$ cat config.mk
export PLATFORM = sky130hd
export DESIGN_NAME = madcf_div
export DESIGN_NICKNAME = d
export VERILOG_FILES = /design/src/hw/rtl/madcf_pkg.sv /design/src/hw/rtl/madcf_div.sv
export SDC_FILE = /design/constraint.sdc
export NUM_CORES = 1
export LEC_CHECK = 0
export ABC_CLOCK_PERIOD_IN_PS = 5900
export BUFFER_PORTS_ARGS = -buffer_cell sky130_fd_sc_hd__buf_2
export CORE_ASPECT_RATIO = 1.1
export CORE_UTILIZATION = 63
export CTS_BUF_LIST = sky130_fd_sc_hd__clkbuf_2 sky130_fd_sc_hd__clkbuf_4 sky130_fd_sc_hd__clkbuf_8
export CTS_CLUSTER_SIZE = 8
export DETAILED_ROUTE_END_ITERATION = 7
export PLACE_DENSITY = 0.85
export SETUP_SLACK_MARGIN = 0.1
export SYNTH_ARGS = -nofsm -noshare
export SYNTH_HDL_FRONTEND = slang
export SYNTH_SLANG_ARGS = --single-unit
$ cat constraint.sdc
create_clock -name clock -period 5.9 [get_ports clock]
set_clock_uncertainty 0.15 [all_clocks]
set_input_delay 0.295 -clock clock [delete_from_list [all_inputs] [get_ports clock]]
set_output_delay 0.295 -clock clock [all_outputs]
set_load 0.01 [all_outputs]
$ cat src/hw/rtl/madcf_pkg.sv
package madcf_pkg;

   localparam int WINDOW_RESET = 64;

   typedef struct packed {
      logic busy;
      logic done;
   } div_status_type;

endpackage

$ cat src/hw/rtl/madcf_div.sv
module madcf_div #(
   parameter int NUM_W = 26,
   parameter int DEN_W = 11
) (
   input  logic                       clock,
   input  logic                       reset,
   input  logic                       start,
   input  logic signed [NUM_W-1:0]    dividend,
   input  logic        [DEN_W-1:0]    divisor,
   output logic signed [NUM_W-1:0]    quotient,
   output madcf_pkg::div_status_type  status
);

   localparam int CNT_W = $clog2(NUM_W + 1);

   logic [CNT_W-1:0] cnt_ff, cnt_in;
   logic             have_ff, have_in;
   logic             neg_ff, neg_in;
   logic [NUM_W-1:0] quo_ff, quo_in;
   logic [DEN_W-1:0] rem_ff, rem_in;
   logic [DEN_W-1:0] den_ff, den_in;
   logic [DEN_W:0]   partial;
   logic [DEN_W:0]   diff;
   logic             fits;

   // restoring division on the magnitude, one quotient bit per cycle
   always_comb begin
      partial = {rem_ff, quo_ff[NUM_W-1]};
      diff    = partial - {1'b0, den_ff};
      fits    = partial >= {1'b0, den_ff};
      cnt_in  = cnt_ff;
      have_in = have_ff;
      neg_in  = neg_ff;
      quo_in  = quo_ff;
      rem_in  = rem_ff;
      den_in  = den_ff;
      if (start) begin
         cnt_in  = CNT_W'(NUM_W);
         have_in = 1'b1;
         neg_in  = dividend[NUM_W-1];
         quo_in  = dividend[NUM_W-1] ? (-dividend) : dividend;
         rem_in  = '0;
         den_in  = divisor;
      end else if (cnt_ff != '0) begin
         cnt_in = cnt_ff - 1'b1;
         quo_in = {quo_ff[NUM_W-2:0], fits};
         rem_in = fits ? diff[DEN_W-1:0] : partial[DEN_W-1:0];
      end
   end

   always_ff @(posedge clock) begin
      if (reset) begin
         cnt_ff  <= '0;
         have_ff <= 1'b0;
      end else begin
         cnt_ff  <= cnt_in;
         have_ff <= have_in;
      end
      neg_ff <= neg_in;
      quo_ff <= quo_in;
      rem_ff <= rem_in;
      den_ff <= den_in;
   end

   assign quotient    = neg_ff ? (-quo_ff) : quo_ff;
   assign status.busy = cnt_ff != '0;
   assign status.done = have_ff && (cnt_ff == '0);

endmodule

Word level (Yosys, flattened, before mapping)

Index checks and enable logic that the tools add are counted.

Logic and storage cells: 24
Flip-flop bits (word level): 55
Output and inout port bits: 28
Input port bits: 40

Reductions and logical operators: 5
$lt $le $gt $ge: 1
Multiplexer cells: 7
Add/subtract/negate cells: 4

Operator list:

| kind                                             | number |
|---|---|
| 2-to-1 mux 26 bit                                | 4 |
| negation 26 bit                                  | 2 |
| >= comparator 12 x 11 -> 1 bit                   | 1 |
| 2-to-1 mux 11 bit                                | 1 |
| subtractor 11 bit                                | 1 |
| 2-to-1 mux 5 bit                                 | 2 |
| zero test 5 bit                                  | 1 |
| nonzero test 5 bit                               | 1 |
| subtractor 5 x 1 -> 5 bit, second input constant | 1 |
| nonzero test 2 bit                               | 1 |
| OR reduction 2 bit                               | 1 |
| logical AND 1 bit                                | 1 |

Depth between registers and ports, before layout

Word-level depth: 3
Depth in mapped cells: 10
Gate-level depth less buffers: 9

Worst setup path before layout

No wires, ideal clock.

Path type: register to output
Start point: register quo_ff[18]
End point: output port quotient[24]
Arrival: 2196 ps
Required time: 5455 ps
Path buffers: 0
Path slack: 3259 ps
Stages on the path, launching flop included: 7
Cell sequence: edfxtp_1 > or4_4 > or4_4 > or3_4 > o21ai_1 > nand2_1 > xnor2_1

Word-level cells in the longest chain between the ends: 2

RTL lines:

| element                | RTL line        | source |
|---|---|---|
| from (decl)            | madcf_div.sv:19 | `logic [NUM_W-1:0] quo_ff, quo_in;` |
| from (signal assigned) | madcf_div.sv:60 | `quo_ff <= quo_in;` |
| negation 26 bit        | madcf_div.sv:65 | `assign quotient = neg_ff ? (-quo_ff) : quo_ff;` |
| 2-to-1 mux 26 bit      | madcf_div.sv:65 |  |
| to (decl)              | madcf_div.sv:10 | `output logic signed [NUM_W-1:0] quotient,` |

Every way passes these cells.

Final worst setup path

Start point: register quo_ff[0]
End point: output port quotient[21]

The elaborated chain is that of the path after synthesis.

==> metrics.md <==
| Metric | Value |
|---|---|
| Cell with the most instances on the worst path | `or3_1` |
| ANT cells | `0` |
| Skew-Pair Late Insertion Delay | `320 ps` |
| Tmin final | `3210 ps` |
| CP endpoint kind | `output port` |
| Area Overhead vs Synth | `14.1%` |
| Max Slew Vio Count | `0` |
| Post-CTS Resized | `0` |
| Max Freq | `311 MHz` |
| Fin crit share | `54.4%` |
| Hold WS | `6.82 ps` |
| Chip width | `76.5 µm` |
| Max VDD drop | `276 µV` |
| Max-Cap Viols | `0` |
| Dpl cell area | `0.00419 mm²` |
| P_leak | `1.75 nW` |
| Core box area | `0.00584 mm²` |
| Die area | `0.00641 mm²` |
| TritonRoute pass-1 iters | `5` |
| RR Endpoint | `rem_ff[3]` |
| CTS Buffer Depth | `2` |
| Hold Crit Class | `in -> reg` |
| Htree depth | `2` |
| CP max FO | `6` |
| Number of setup buffers added after CTS | `0` |
| Root buf cell | `clkbuf_8` |
| CP required | `5450 ps` |
| Crit-path slowest cell | `edfxtp_1` |
| Final Cell Area | `0.00438 mm²` |
| # setup viols final | `0` |
| Vias in the first global route | `3032` |
| Synthesis Warnings | `0` |
| DRC viols | `0` |
| Critical path, cell by cell | `nor3_1 > nand3b_4 > or3_1 > or3_1 > o41ai_4 > xnor2_1 > buf_2` |
| CTS Buf Count | `5` |
| CTS tree | `yes` |
| Share of the yosys chip area belonging to registers | `38.6%` |
| Most frequent cells in the layout | `67 x buf_2, 42 x nor2_1, 39 x a21oi_1` |
| Initial antenna violation count | `0` |
| Buf/Inv on CP | `1` |
| Relative slew slack | `28.4%` |
| Top delay family on crit path | `simple AND/OR/NAND/NOR gates` |
| First-pass GRT wire length | `13.8 mm` |
| Asr flop ratio synth | `0%` |
| RD Place Congestion | `0.847` |
| RSZ-0062 raised after global routing | `no` |
| Clock sink count | `55` |
| Arr. time, crit path | `2770 ps` |
| Commonest non-fill, non-tap cell in the layout | `buf_2` |
| Final antenna-violating net count | `0` |
| Die Height | `83.9 µm` |
| PortBufs | `67` |
| Setup TNS | `0 ps` |
| Reg clk slew, reported paths | `90 ps` |
| Outcome | `finished clean` |
| Mapped Cells | `429` |
| Post-synth EDFFs | `38` |
| Mean Syn Cell Area | `8.95 µm²` |
| Layout Nets | `548` |
| Initial DRC count | `223` |
| Synth unique cells | `53` |
| Global Route Usage Sum | `26.6%` |
| FF-to-FF Start | `quo_ff[25]` |
| Levels on crit path | `7` |
| FF+latch count, synth | `55` |
| Fillers | `434` |
| Critical path class | `reg -> out` |
| HPWL after DPL | `6.10 mm` |
| PwrDens | `327 mW/mm²` |
| GR Overflow Total | `0` |
| Final core occ | `75.0%` |
| Mapped Nets | `484` |
| Layout cell share with drive strength beyond 1 | `18.4%` |
| Setup crit end | `quotient[21]` |
| Placed cells | `553` |
| Mapped cell area | `0.00384 mm²` |
| R2r setup slk | `3070 ps` |
| Starting Density | `65.8%` |
| CP startpoint kind | `flip-flop` |
| Pin count of the biggest net entering global routing | `74` |
| Via/cell ratio | `5.90` |
| DRT Wirelength | `8.39 mm` |
| Crit. Startpoint | `quo_ff[0]` |
| Ys flop type | `edfxtp_1` |
| R2R cell count | `9` |
| Row count | `29` |
| Hold Crit Depth | `1` |
| Final Hold Vio Count | `0` |
| Avg WL per Cell | `14.7 µm` |
| Actual slew at the worst max-slew pin | `1070 ps` |
| Max incr delay on CP | `500 ps` |
| Vias post-DR | `3368` |
| Final cell count without fillers | `571` |
| IO Pins | `68` |
metrics by stage:
stage          setup slack (ps)  total power, W
2_1_floorplan              3260         0.00104
3_3_place_gp               3100         0.00119
3_5_place_dp               3030         0.00121
4_1_cts                    2680         0.00142
5_1_grt                    2540         0.00153
6_report                   2690         0.00143
area by class of cell:
cell class              count  area, µm²  share of cell area [%]
clock buffers               5       68.8                    1.57
clock inverters             3       20.0                   0.457
inverters                  24       90.1                    2.06
multi-input cells         328       2180                    49.6
flip-flops and latches     55       1480                    33.8
well taps                  77       96.3                    2.20
repair buffers             79        450                    10.3
sequential cells by signal, indices dropped and copies added, names as in the netlist:
| register | cells |
|---|---|
| den_ff | 11 |
| have_ff | 1 |
| rem_ff | 11 |
| quo_ff | 26 |
| neg_ff | 1 |
| cnt_ff | 5 |
synth_stat cells, drive strengths merged, types with 5 or more instances:
cell / instances / share of area [%]
inv: 24 / 2.3
nand3: 12 / 1.6
a21oi: 39 / 5.1
dfxtp: 17 / 8.9
edfxtp: 38 / 30
o31ai: 15 / 3.6
nand2b: 8 / 1.3
nor4: 7 / 1.1
xnor2: 26 / 5.9
ha: 14 / 4.6
xor2: 29 / 6.6
clkbuf: 20 / 2.0
nor3: 9 / 1.3
o21ai: 34 / 4.4
nand2: 30 / 2.9
o41ai: 7 / 2.3
or4: 5 / 1.2
a31oi: 6 / 0.98
or3: 7 / 1.4
nor2: 42 / 4.1
where the power goes:
part           switching, W  internal (W)
logic              0.000363      0.000276
registers         0.0000848      0.000501
clock network      0.000126     0.0000828
how the worst min path moves through the flow:
stage          startpoint  slack, ps   endpoint
5_1_grt        divisor[2]        0.7  den_ff[2]
3_3_place_gp      have_ff        290    have_ff
2_1_floorplan       reset        210  cnt_ff[1]
6_report       divisor[2]          7  den_ff[2]
3_5_place_dp      have_ff        300    have_ff
4_1_cts        divisor[4]        0.6  den_ff[4]
what timing repair did:
action,in CTS,in global routing
endpoints found under the hold margin,7,3
setup endpoints to repair,0,0
hold buffers,7,3
metal layers:
| layer | global-route usage (%) | routed length (µm) | vias to the layer above | part of all wire [%] |
|---|---|---|---|---|
| met3 | 3.39 | 424 | 13 | 5.1 |
| met4 | 9.27 | 129 | 0 | 1.5 |
| met2 | 46.3 | 4170 | 114 | 50 |
| met1 | 33.9 | 3660 | 1561 | 44 |
| li1 | - | - | 1680 | - |
| met5 | 0 | 0 | - | 0 |
logic make-up (layout without fill, tap and decap cells):
| kind of cell | Yosys count | after routing | synth area share [%] |
|---|---|---|---|
| buf+inv | 46 | 111 | 4.79 |
| mux | 1 | 1 | 0.261 |
| compound gates | 121 | 121 | 20.7 |
| fa+ha+maj | 15 | 15 | 5.08 |
| flops | 55 | 55 | 38.6 |
| simple gates | 136 | 136 | 18.1 |
| xor+xnor | 55 | 55 | 12.5 |
No activity file was read; power rests on OpenSTA's default activity.
